File: config.mk
export PLATFORM = sky130hd
export DESIGN_NAME = trimmed_mean_window_filter_unit
export DESIGN_NICKNAME = d
export VERILOG_FILES = /design/src/hw/rtl/tmwf_pkg.sv /design/src/hw/rtl/tmwf_front.sv /design/src/hw/rtl/tmwf_queue.sv /design/src/hw/rtl/tmwf_back.sv /design/src/hw/rtl/trimmed_mean_window_filter_unit.sv
export SDC_FILE = /design/constraint.sdc
export NUM_CORES = 1
export LEC_CHECK = 0
export BUFFER_PORTS_ARGS = -buffer_cell sky130_fd_sc_hd__buf_2
export CORE_MARGIN = 2
export CORE_UTILIZATION = 55
export CTS_CLUSTER_DIAMETER = 100
export DETAILED_ROUTE_END_ITERATION = 6
export GPL_TIMING_DRIVEN = 0
export PLACE_DENSITY = 0.7
export SYNTH_ARGS = -nofsm -noshare
export SYNTH_HDL_FRONTEND = slang
export SYNTH_HIERARCHICAL = 1
export SYNTH_SLANG_ARGS = --single-unit
File: constraint.sdc
create_clock -name clk -period 12.5 [get_ports clk]
set_input_delay 3.125 -clock clk [delete_from_list [all_inputs] [get_ports clk]]
set_output_delay 3.125 -clock clk [all_outputs]
set_load 0.03 [all_outputs]
File: src/hw/rtl/tmwf_pkg.sv
`default_nettype none
// ----------------------------------------------------------------------------
// tmwf_pkg
// shared widths, defaults and the word type passed from front to back
// ----------------------------------------------------------------------------
package tmwf_pkg;

    localparam int DATA_W         = 12;
    localparam int MID_TAPS       = 4;
    localparam int SUM_W          = DATA_W + $clog2(MID_TAPS);
    localparam int WINDOW_LEN_DEF = 12;
    localparam int WARMUP_LEN_DEF = 13;
    localparam int QUEUE_DEPTH    = 2;
    localparam int QPTR_W         = (QUEUE_DEPTH > 1) ? $clog2(QUEUE_DEPTH) : 1;
    localparam int QLVL_W         = $clog2(QUEUE_DEPTH + 1);

    localparam logic [DATA_W-1:0] REJECT_RESET = '1;

    typedef struct packed {
        logic [DATA_W-1:0] sample;
        logic              dropped;
    } item_t;

endpackage
`default_nettype wire

File: src/hw/rtl/tmwf_front.sv
`default_nettype none
// ----------------------------------------------------------------------------
// tmwf_front
// input stage: holds the reject level and tags each word as kept or dropped
// ----------------------------------------------------------------------------
module tmwf_front (
    input  wire logic                           clk,
    input  wire logic                           rst_n,
    input  wire logic                           cfg_we,
    input  wire logic [tmwf_pkg::DATA_W-1:0]    cfg_wdata,
    input  wire logic                           in_valid,
    output logic                                in_ready,
    input  wire logic [tmwf_pkg::DATA_W-1:0]    sample,
    output logic                                st_valid,
    input  wire logic                           st_ready,
    output tmwf_pkg::item_t                     st_item
);
    import tmwf_pkg::*;

    logic [DATA_W-1:0] reject_level_reg;
    logic              valid_reg;
    logic              valid_next;
    item_t             item_reg;

    assign in_ready = !valid_reg || st_ready;
    assign st_valid = valid_reg;
    assign st_item  = item_reg;

    always_comb
    begin
        valid_next = valid_reg;
        if (st_ready)
        begin
            valid_next = 1'b0;
        end
        if (in_valid && in_ready)
        begin
            valid_next = 1'b1;
        end
    end

    always_ff @(posedge clk or negedge rst_n)
    begin
        if (!rst_n)
        begin
            reject_level_reg <= REJECT_RESET;
            valid_reg        <= 1'b0;
        end
        else
        begin
            if (cfg_we)
            begin
                reject_level_reg <= cfg_wdata;
            end
            valid_reg <= valid_next;
        end
    end

    always_ff @(posedge clk)
    begin
        if (in_valid && in_ready)
        begin
            item_reg.sample  <= sample;
            item_reg.dropped <= (sample >= reject_level_reg);
        end
    end

endmodule
`default_nettype wire

File: src/hw/rtl/tmwf_queue.sv
`default_nettype none
// ----------------------------------------------------------------------------
// tmwf_queue
// short fifo between the input stage and the filter core
// ----------------------------------------------------------------------------
module tmwf_queue (
    input  wire logic                           clk,
    input  wire logic                           rst_n,
    input  wire logic                           wr_valid,
    output logic                                wr_ready,
    input  wire tmwf_pkg::item_t                wr_item,
    output logic                                rd_valid,
    input  wire logic                           rd_ready,
    output tmwf_pkg::item_t                     rd_item,
    output logic [tmwf_pkg::QLVL_W-1:0]         level
);
    import tmwf_pkg::*;

    item_t               mem_reg [QUEUE_DEPTH];
    logic [QPTR_W-1:0]   wr_ptr_reg;
    logic [QPTR_W-1:0]   wr_ptr_next;
    logic [QPTR_W-1:0]   rd_ptr_reg;
    logic [QPTR_W-1:0]   rd_ptr_next;
    logic [QLVL_W-1:0]   level_reg;
    logic [QLVL_W-1:0]   level_next;
    logic                push;
    logic                pop;

    assign wr_ready = (level_reg != QLVL_W'(QUEUE_DEPTH));
    assign rd_valid = (level_reg != '0);
    assign rd_item  = mem_reg[rd_ptr_reg];
    assign level    = level_reg;
    assign push     = wr_valid && wr_ready;
    assign pop      = rd_valid && rd_ready;

    always_comb
    begin
        wr_ptr_next = wr_ptr_reg;
        rd_ptr_next = rd_ptr_reg;
        level_next  = level_reg;
        if (push)
        begin
            wr_ptr_next = (wr_ptr_reg == QPTR_W'(QUEUE_DEPTH - 1)) ? '0 : wr_ptr_reg + 1'b1;
        end
        if (pop)
        begin
            rd_ptr_next = (rd_ptr_reg == QPTR_W'(QUEUE_DEPTH - 1)) ? '0 : rd_ptr_reg + 1'b1;
        end
        if (push && !pop)
        begin
            level_next = level_reg + 1'b1;
        end
        else if (pop && !push)
        begin
            level_next = level_reg - 1'b1;
        end
    end

    always_ff @(posedge clk or negedge rst_n)
    begin
        if (!rst_n)
        begin
            wr_ptr_reg <= '0;
            rd_ptr_reg <= '0;
            level_reg  <= '0;
        end
        else
        begin
            wr_ptr_reg <= wr_ptr_next;
            rd_ptr_reg <= rd_ptr_next;
            level_reg  <= level_next;
        end
    end

    always_ff @(posedge clk)
    begin
        if (push)
        begin
            mem_reg[wr_ptr_reg] <= wr_item;
        end
    end

endmodule
`default_nettype wire

File: src/hw/rtl/tmwf_back.sv
`default_nettype none
// ----------------------------------------------------------------------------
// tmwf_back
// filter core: sample window, odd-even transposition sorter, middle-rank mean
// ----------------------------------------------------------------------------
module tmwf_back #(
    parameter int WINDOW_LEN = tmwf_pkg::WINDOW_LEN_DEF,
    parameter int WARMUP_LEN = tmwf_pkg::WARMUP_LEN_DEF
) (
    input  wire logic                           clk,
    input  wire logic                           rst_n,
    input  wire logic                           q_valid,
    output logic                                q_ready,
    input  wire tmwf_pkg::item_t                q_item,
    output logic                                out_valid,
    input  wire logic                           out_ready,
    output logic [tmwf_pkg::DATA_W-1:0]         filtered,
    output logic                                dropped,
    output logic                                warming
);
    import tmwf_pkg::*;

    localparam int CNT_W  = $clog2(WARMUP_LEN + 1);
    localparam int PASS_W = $clog2(WINDOW_LEN);
    localparam int LO     = WINDOW_LEN / 2 - 2;

    localparam logic [1:0] ST_IDLE = 2'd0;
    localparam logic [1:0] ST_SORT = 2'd1;
    localparam logic [1:0] ST_SUM  = 2'd2;

    logic [1:0]          state_reg;
    logic [1:0]          state_next;
    logic [PASS_W-1:0]   pass_reg;
    logic [PASS_W-1:0]   pass_next;
    logic [CNT_W-1:0]    cnt_reg;
    logic [CNT_W-1:0]    cnt_next;
    logic [DATA_W-1:0]   held_reg;
    logic [DATA_W-1:0]   held_next;
    logic                out_valid_reg;
    logic                out_valid_next;
    logic [DATA_W-1:0]   res_reg;
    logic [DATA_W-1:0]   res_next;
    logic                drop_reg;
    logic                drop_next;
    logic                warm_reg;
    logic                warm_next;
    logic                out_load;

    // the oldest sample leaves the window as the new one enters
    logic [DATA_W-1:0]   win_reg  [WINDOW_LEN-1];
    logic [DATA_W-1:0]   srt_reg  [WINDOW_LEN];
    logic [DATA_W-1:0]   srt_step [WINDOW_LEN];

    logic                out_free;
    logic                pop;
    logic                in_warmup;
    logic                shift_en;
    logic                sort_load;
    logic [SUM_W-1:0]    mid_sum;
    logic [DATA_W-1:0]   mean;

    assign out_free  = !out_valid_reg || out_ready;
    assign q_ready   = (state_reg == ST_IDLE) && out_free;
    assign pop       = q_valid && q_ready;
    assign in_warmup = (cnt_reg < CNT_W'(WARMUP_LEN));
    assign shift_en  = pop && !q_item.dropped;
    assign sort_load = shift_en && !in_warmup;

    assign out_valid = out_valid_reg;
    assign filtered  = res_reg;
    assign dropped   = drop_reg;
    assign warming   = warm_reg;

    // one transposition pass, pairs alternate with the pass parity
    always_comb
    begin
        for (int i = 0; i < WINDOW_LEN; i++)
        begin
            srt_step[i] = srt_reg[i];
        end
        for (int i = 0; i < WINDOW_LEN - 1; i++)
        begin
            if (1'(i & 1) == pass_reg[0])
            begin
                if (srt_reg[i] > srt_reg[i+1])
                begin
                    srt_step[i]   = srt_reg[i+1];
                    srt_step[i+1] = srt_reg[i];
                end
            end
        end
    end

    always_comb
    begin
        mid_sum = '0;
        for (int i = 0; i < MID_TAPS; i++)
        begin
            mid_sum = mid_sum + SUM_W'(srt_reg[LO+i]);
        end
        mean = mid_sum[SUM_W-1:SUM_W-DATA_W];
    end

    always_comb
    begin
        state_next     = state_reg;
        pass_next      = pass_reg;
        cnt_next       = cnt_reg;
        held_next      = held_reg;
        out_valid_next = out_valid_reg && !out_ready;
        res_next       = res_reg;
        drop_next      = drop_reg;
        warm_next      = warm_reg;
        out_load       = 1'b0;
        unique case (state_reg)
            ST_IDLE:
            begin
                if (pop)
                begin
                    if (q_item.dropped)
                    begin
                        out_load  = 1'b1;
                        res_next  = held_reg;
                        drop_next = 1'b1;
                        warm_next = 1'b0;
                    end
                    else if (in_warmup)
                    begin
                        out_load  = 1'b1;
                        cnt_next  = cnt_reg + 1'b1;
                        held_next = q_item.sample;
                        res_next  = q_item.sample;
                        drop_next = 1'b0;
                        warm_next = 1'b1;
                    end
                    else
                    begin
                        pass_next  = '0;
                        state_next = ST_SORT;
                    end
                end
            end
            ST_SORT:
            begin
                pass_next = pass_reg + 1'b1;
                if (pass_reg == PASS_W'(WINDOW_LEN - 1))
                begin
                    state_next = ST_SUM;
                end
            end
            ST_SUM:
            begin
                if (out_free)
                begin
                    out_load   = 1'b1;
                    held_next  = mean;
                    res_next   = mean;
                    drop_next  = 1'b0;
                    warm_next  = 1'b0;
                    state_next = ST_IDLE;
                end
            end
            default:
            begin
                state_next = ST_IDLE;
            end
        endcase
        if (out_load)
        begin
            out_valid_next = 1'b1;
        end
    end

    always_ff @(posedge clk or negedge rst_n)
    begin
        if (!rst_n)
        begin
            state_reg     <= ST_IDLE;
            pass_reg      <= '0;
            cnt_reg       <= '0;
            held_reg      <= '0;
            out_valid_reg <= 1'b0;
        end
        else
        begin
            state_reg     <= state_next;
            pass_reg      <= pass_next;
            cnt_reg       <= cnt_next;
            held_reg      <= held_next;
            out_valid_reg <= out_valid_next;
        end
    end

    always_ff @(posedge clk)
    begin
        res_reg  <= res_next;
        drop_reg <= drop_next;
        warm_reg <= warm_next;
        if (shift_en)
        begin
            win_reg[0] <= q_item.sample;
            for (int i = 1; i < WINDOW_LEN - 1; i++)
            begin
                win_reg[i] <= win_reg[i-1];
            end
        end
        if (sort_load)
        begin
            srt_reg[0] <= q_item.sample;
            for (int i = 1; i < WINDOW_LEN; i++)
            begin
                srt_reg[i] <= win_reg[i-1];
            end
        end
        else if (state_reg == ST_SORT)
        begin
            for (int i = 0; i < WINDOW_LEN; i++)
            begin
                srt_reg[i] <= srt_step[i];
            end
        end
    end

endmodule
`default_nettype wire

File: src/hw/rtl/trimmed_mean_window_filter_unit.sv
// each word passes the input register, the queue and the output register
// throughput: one word per cycle for dropped and warm-up words while out_ready is held;
// a filtered word needs the WINDOW_LEN sorter passes and the sum before the core takes another
// a two-word queue lets the input keep taking words while the sorter is busy
// reset: asynchronous active-low; clears warm-up count, held value and handshake state,
// reject level returns to full scale; window contents are not cleared
`default_nettype none
// ----------------------------------------------------------------------------
// trimmed_mean_window_filter_unit
// trimmed-mean filter over a sliding window of converter samples
// ----------------------------------------------------------------------------
module trimmed_mean_window_filter_unit #(
    parameter int WINDOW_LEN = tmwf_pkg::WINDOW_LEN_DEF,
    parameter int WARMUP_LEN = tmwf_pkg::WARMUP_LEN_DEF
) (
    input  wire logic                           clk,
    input  wire logic                           rst_n,
    input  wire logic                           cfg_we,
    input  wire logic [tmwf_pkg::DATA_W-1:0]    cfg_wdata,
    input  wire logic                           in_valid,
    output logic                                in_ready,
    input  wire logic [tmwf_pkg::DATA_W-1:0]    sample,
    output logic                                out_valid,
    input  wire logic                           out_ready,
    output logic [tmwf_pkg::DATA_W-1:0]         filtered,
    output logic                                dropped,
    output logic                                warming
);
    import tmwf_pkg::*;

    logic              st_valid;
    logic              st_ready;
    item_t             st_item;
    logic              q_valid;
    logic              q_ready;
    item_t             q_item;
    logic [QLVL_W-1:0] q_level;

    tmwf_front u_front (
        .clk       (clk),
        .rst_n     (rst_n),
        .cfg_we    (cfg_we),
        .cfg_wdata (cfg_wdata),
        .in_valid  (in_valid),
        .in_ready  (in_ready),
        .sample    (sample),
        .st_valid  (st_valid),
        .st_ready  (st_ready),
        .st_item   (st_item)
    );

    tmwf_queue u_queue (
        .clk      (clk),
        .rst_n    (rst_n),
        .wr_valid (st_valid),
        .wr_ready (st_ready),
        .wr_item  (st_item),
        .rd_valid (q_valid),
        .rd_ready (q_ready),
        .rd_item  (q_item),
        .level    (q_level)
    );

    tmwf_back #(
        .WINDOW_LEN (WINDOW_LEN),
        .WARMUP_LEN (WARMUP_LEN)
    ) u_back (
        .clk       (clk),
        .rst_n     (rst_n),
        .q_valid   (q_valid),
        .q_ready   (q_ready),
        .q_item    (q_item),
        .out_valid (out_valid),
        .out_ready (out_ready),
        .filtered  (filtered),
        .dropped   (dropped),
        .warming   (warming)
    );

`ifndef SYNTHESIS
    a_flags_exclusive: assert property (@(posedge clk) disable iff (!rst_n)
        out_valid |-> !(dropped && warming))
        else $error("dropped and warming both set");

    a_queue_bound: assert property (@(posedge clk) disable iff (!rst_n)
        q_level <= QLVL_W'(QUEUE_DEPTH))
        else $error("queue level above depth");

    a_queue_flow: assert property (@(posedge clk) disable iff (!rst_n)
        (q_level == '0) |-> !q_valid)
        else $error("queue presents a word while empty");
`endif

endmodule
`default_nettype wire
==> results_dict.tcl <==
set metrics [dict create \
    rows 71 \
    cp.arrival_ns 6.65 \
    worstSetupPathType "input port to flip-flop" \
    multi_input_area_mm2 0.00878 \
    async_flop_share_pct 10.8 \
    hp-class "flip-flop to flip-flop" \
    ys_top_cells_by_area "edfxtp_1 48%, ha_1 9.6%, mux2i_1 6.2%" \
    reg2reg_depth 11 \
    worst_pin_slew_ns 1.10 \
    pin_count 45 \
    cp_slowest_cell "nand2_4" \
    critical_path_required_ns 12.72 \
    io_buffers 44 \
    fin_nets 2076 \
    synth_top_area_share_pct 47.7 \
    setup_viol 0 \
    fillCellCount 3009 \
    dpl.hpwl_mm 40.6 \
    yosysTopAreaCell "edfxtp_1" \
    synth_seq_cells 369 \
    ant_nets 0 \
    synth_warnings 6 \
    path_cells "buf_2 -> nor2b_1 -> nor4_4 -> buf_6 -> buf_6 -> buf_8 -> nand2_1 -> clkbuf_1 -> nand2_4 -> buf_16" \
    cts-root-buf "clkbuf_16" \
    antenna_found_initial 0 \
    yosys.area_share.simple_pct 10.0 \
    htreeDepth 2 \
    overflow 0 \
    r2r_setup_slack_ns 7.58 \
    synthesis.area_mm2 0.0207 \
    syn2layout_area_growth_pct 11.3 \
    max_freq_ghz 0.156 \
    cp_slowest_stage_delay_ns 0.81 \
    gp_congestion 0.977 \
    synth_compound_gate_area_share_pct 12.7 \
    end_kind "flip-flop" \
    slew_headroom_pct 26.5 \
    antenna-diode-count 0 \
    period_share_pct 51.4 \
    grt_usage_pct 28.4 \
    grt_pass1_wl_mm 84.4 \
    synthXorXnorAreaFrac_pct 0.720 \
    dr_wl_met2_mm 26.7 \
    viasPerCell 6.14 \
    hold_viol_final 0 \
    status "complete, no violations" \
    syn_nets 1977 \
    cts.sinks 369 \
    die_y_um 198 \
    fp.coreArea_mm2 0.0374 \
    hold_buffers 0 \
    die_area_mm2 0.0392 \
    synth_top_flop_cell "edfxtp_1" \
    cp.depth 10 \
    drive_gt1_share_pct 11.4 \
    final_core_util_pct 61.6 \
    die_w_um 198 \
    synth_cell_types 71 \
    max_cap_viol_count 0 \
    grt_start_max_net_pins 62 \
    num_vias 14784 \
    skew_ns 0.0217 \
    synthesis.instances 1765 \
    clockBufferDepth 3 \
    yosysSeqAreaShare_pct 52.7 \
    syn_area_per_cell_um2 11.7 \
    start_util_pct 55.3 \
    crit_fanout 61 \
    start_kind "input port" \
    seqCellArea_mm2 0.0109 \
    path_clk_slew_ns 0.06 \
    cts_buffers 41 \
    path_buf_inv 6 \
    dr.pass1.iters 5 \
    muxShareOfSynthArea_pct 7.06 \
    synth-adder-area-share_pct 11.9 \
    post_cts_resized 0 \
    avgRoutedWirePerCell_um 22.5 \
    post_cts_buffers 0 \
    wl_met3_mm 3.64 \
    timing.final.crit_period_ns 6.42 \
    route.top_layer_used "met4" \
    post-route-drc-count 0 \
    worstSkewPairLatency_ns 0.57 \
    cp_top_family "simple AND/OR/NAND/NOR gates" \
    tritoncts "done" \
    synth_edf_count 329 \
    grt_pass1_vias 14969 \
    cpMostUsedCell "buf_6" \
    rsz0062_at_grt "no" \
    drt_iter0_markers 1289 \
    synth_top_family_by_area "compound AO/OA/AOI/OAI gates" \
    final_max_slew_viol_count 0 \
    largest_reg_flops 144 \
    drt_wl_total_mm 54.3 \
    met1_length_mm 22.3 \
    whs_path_depth 0 \
]
-- worst paths after layout --
check,end,from
max in group asynchronous,u_back/held_reg[1]$_DFFE_PN0P_,rst_n
worst min-delay path,u_queue/mem_reg[1][7]$_DFFE_PP_,u_front/st_item[7]$_DFFE_PP_
min in group asynchronous,u_front/st_valid$_DFFE_PN0P_,rst_n
worst max register to register,u_back/srt_reg[0][52]$_DFFE_PP_,u_queue/rd_ptr_reg$_DFFE_PN0P_
worst max-delay path,u_back/srt_reg[0][52]$_DFFE_PP_,out_ready
worst min register to register,u_queue/mem_reg[1][7]$_DFFE_PP_,u_front/st_item[7]$_DFFE_PP_
-- through the flow --
| step | TNS, ns | hold WS, ns | instance area (um^2) | worst slack (ns) | std cells |
|---|---|---|---|---|---|
| after detailed placement | 0 | 0.429 | 21700 | 5.52 | 2332 |
| after global routing | 0 | 0.454 | 23000 | 5.92 | 2407 |
| after floorplan | 0 | 0.421 | 20700 | 0.757 | 1765 |
| final | 0 | 0.443 | 23000 | 6.08 | 2407 |
| after CTS | 0 | 0.444 | 23000 | 6.12 | 2407 |
| after global placement | -479.83 | 0.422 | 21600 | -3.90 | 2320 |
-- kinds of logic (layout without fill, tap and decap cells) --
logic type | after synthesis | count (layout)
buffers and inverters | 255 | 386
DFF | 369 | 369
xor gates and xnor gates | 17 | 17
muxes | 144 | 144
and+or+nand+nor | 424 | 424
AOI/OAI and AO/OA | 373 | 373
adders and majority gates | 183 | 183
-- synthesized netlist by cell type, drive strengths merged (6+ instances only) --
| cell | instances |
|---|---|
| a21o | 13 |
| xor2 | 9 |
| o211ai | 92 |
| inv | 175 |
| a21oi | 91 |
| nor4 | 15 |
| xnor2 | 8 |
| a22o | 24 |
| dfrtp | 28 |
| o22ai | 28 |
| o21a | 8 |
| clkbuf | 36 |
| nand2 | 154 |
| o31ai | 6 |
| mux2 | 15 |
| nor2 | 59 |
| a31oi | 12 |
| fa | 24 |
| ha | 159 |
| nand2b | 21 |
| o21ai | 47 |
| a211oi | 20 |
| a2111oi | 6 |
| edfxtp | 329 |
| mux2i | 129 |
| and4 | 9 |
| nor2b | 15 |
| nand4 | 22 |
| buf | 44 |
| nand3 | 100 |
| dfstp | 12 |
-- layer usage --
metal	GRT usage, %	up-vias
li1	-	6786
met1	36.8	7345
met2	48.1	537
met3	5.45	116
met4	9.33	0
met5	0	-
-- layout make-up --
| class | count | share of cell area (%) |
|---|---|---|
| plain buffers | 80 | 1.62 |
| clock buffers | 54 | 4.88 |
| clock inverters | 21 | 0.788 |
| inverters | 175 | 2.85 |
| multi-input cells | 1141 | 38.1 |
| flip-flops and latches | 369 | 47.3 |
| well taps | 511 | 2.78 |
| repair buffers | 56 | 1.65 |
-- cells in the final DEF (no fill, tap or decap), drive strengths merged, types with 47 or more instances in the layout --
cell / n
ha: 159
inv: 176
mux2i: 129
clkbuf: 90
nand3: 100
nand2: 154
nor2: 59
o21ai: 47
buf: 100
edfxtp: 329
a21oi: 91
o211ai: 92
Power is left out: the tool's default activity adds up to more than one toggle a clock period on the data nets, which glitch-free logic cannot reach.
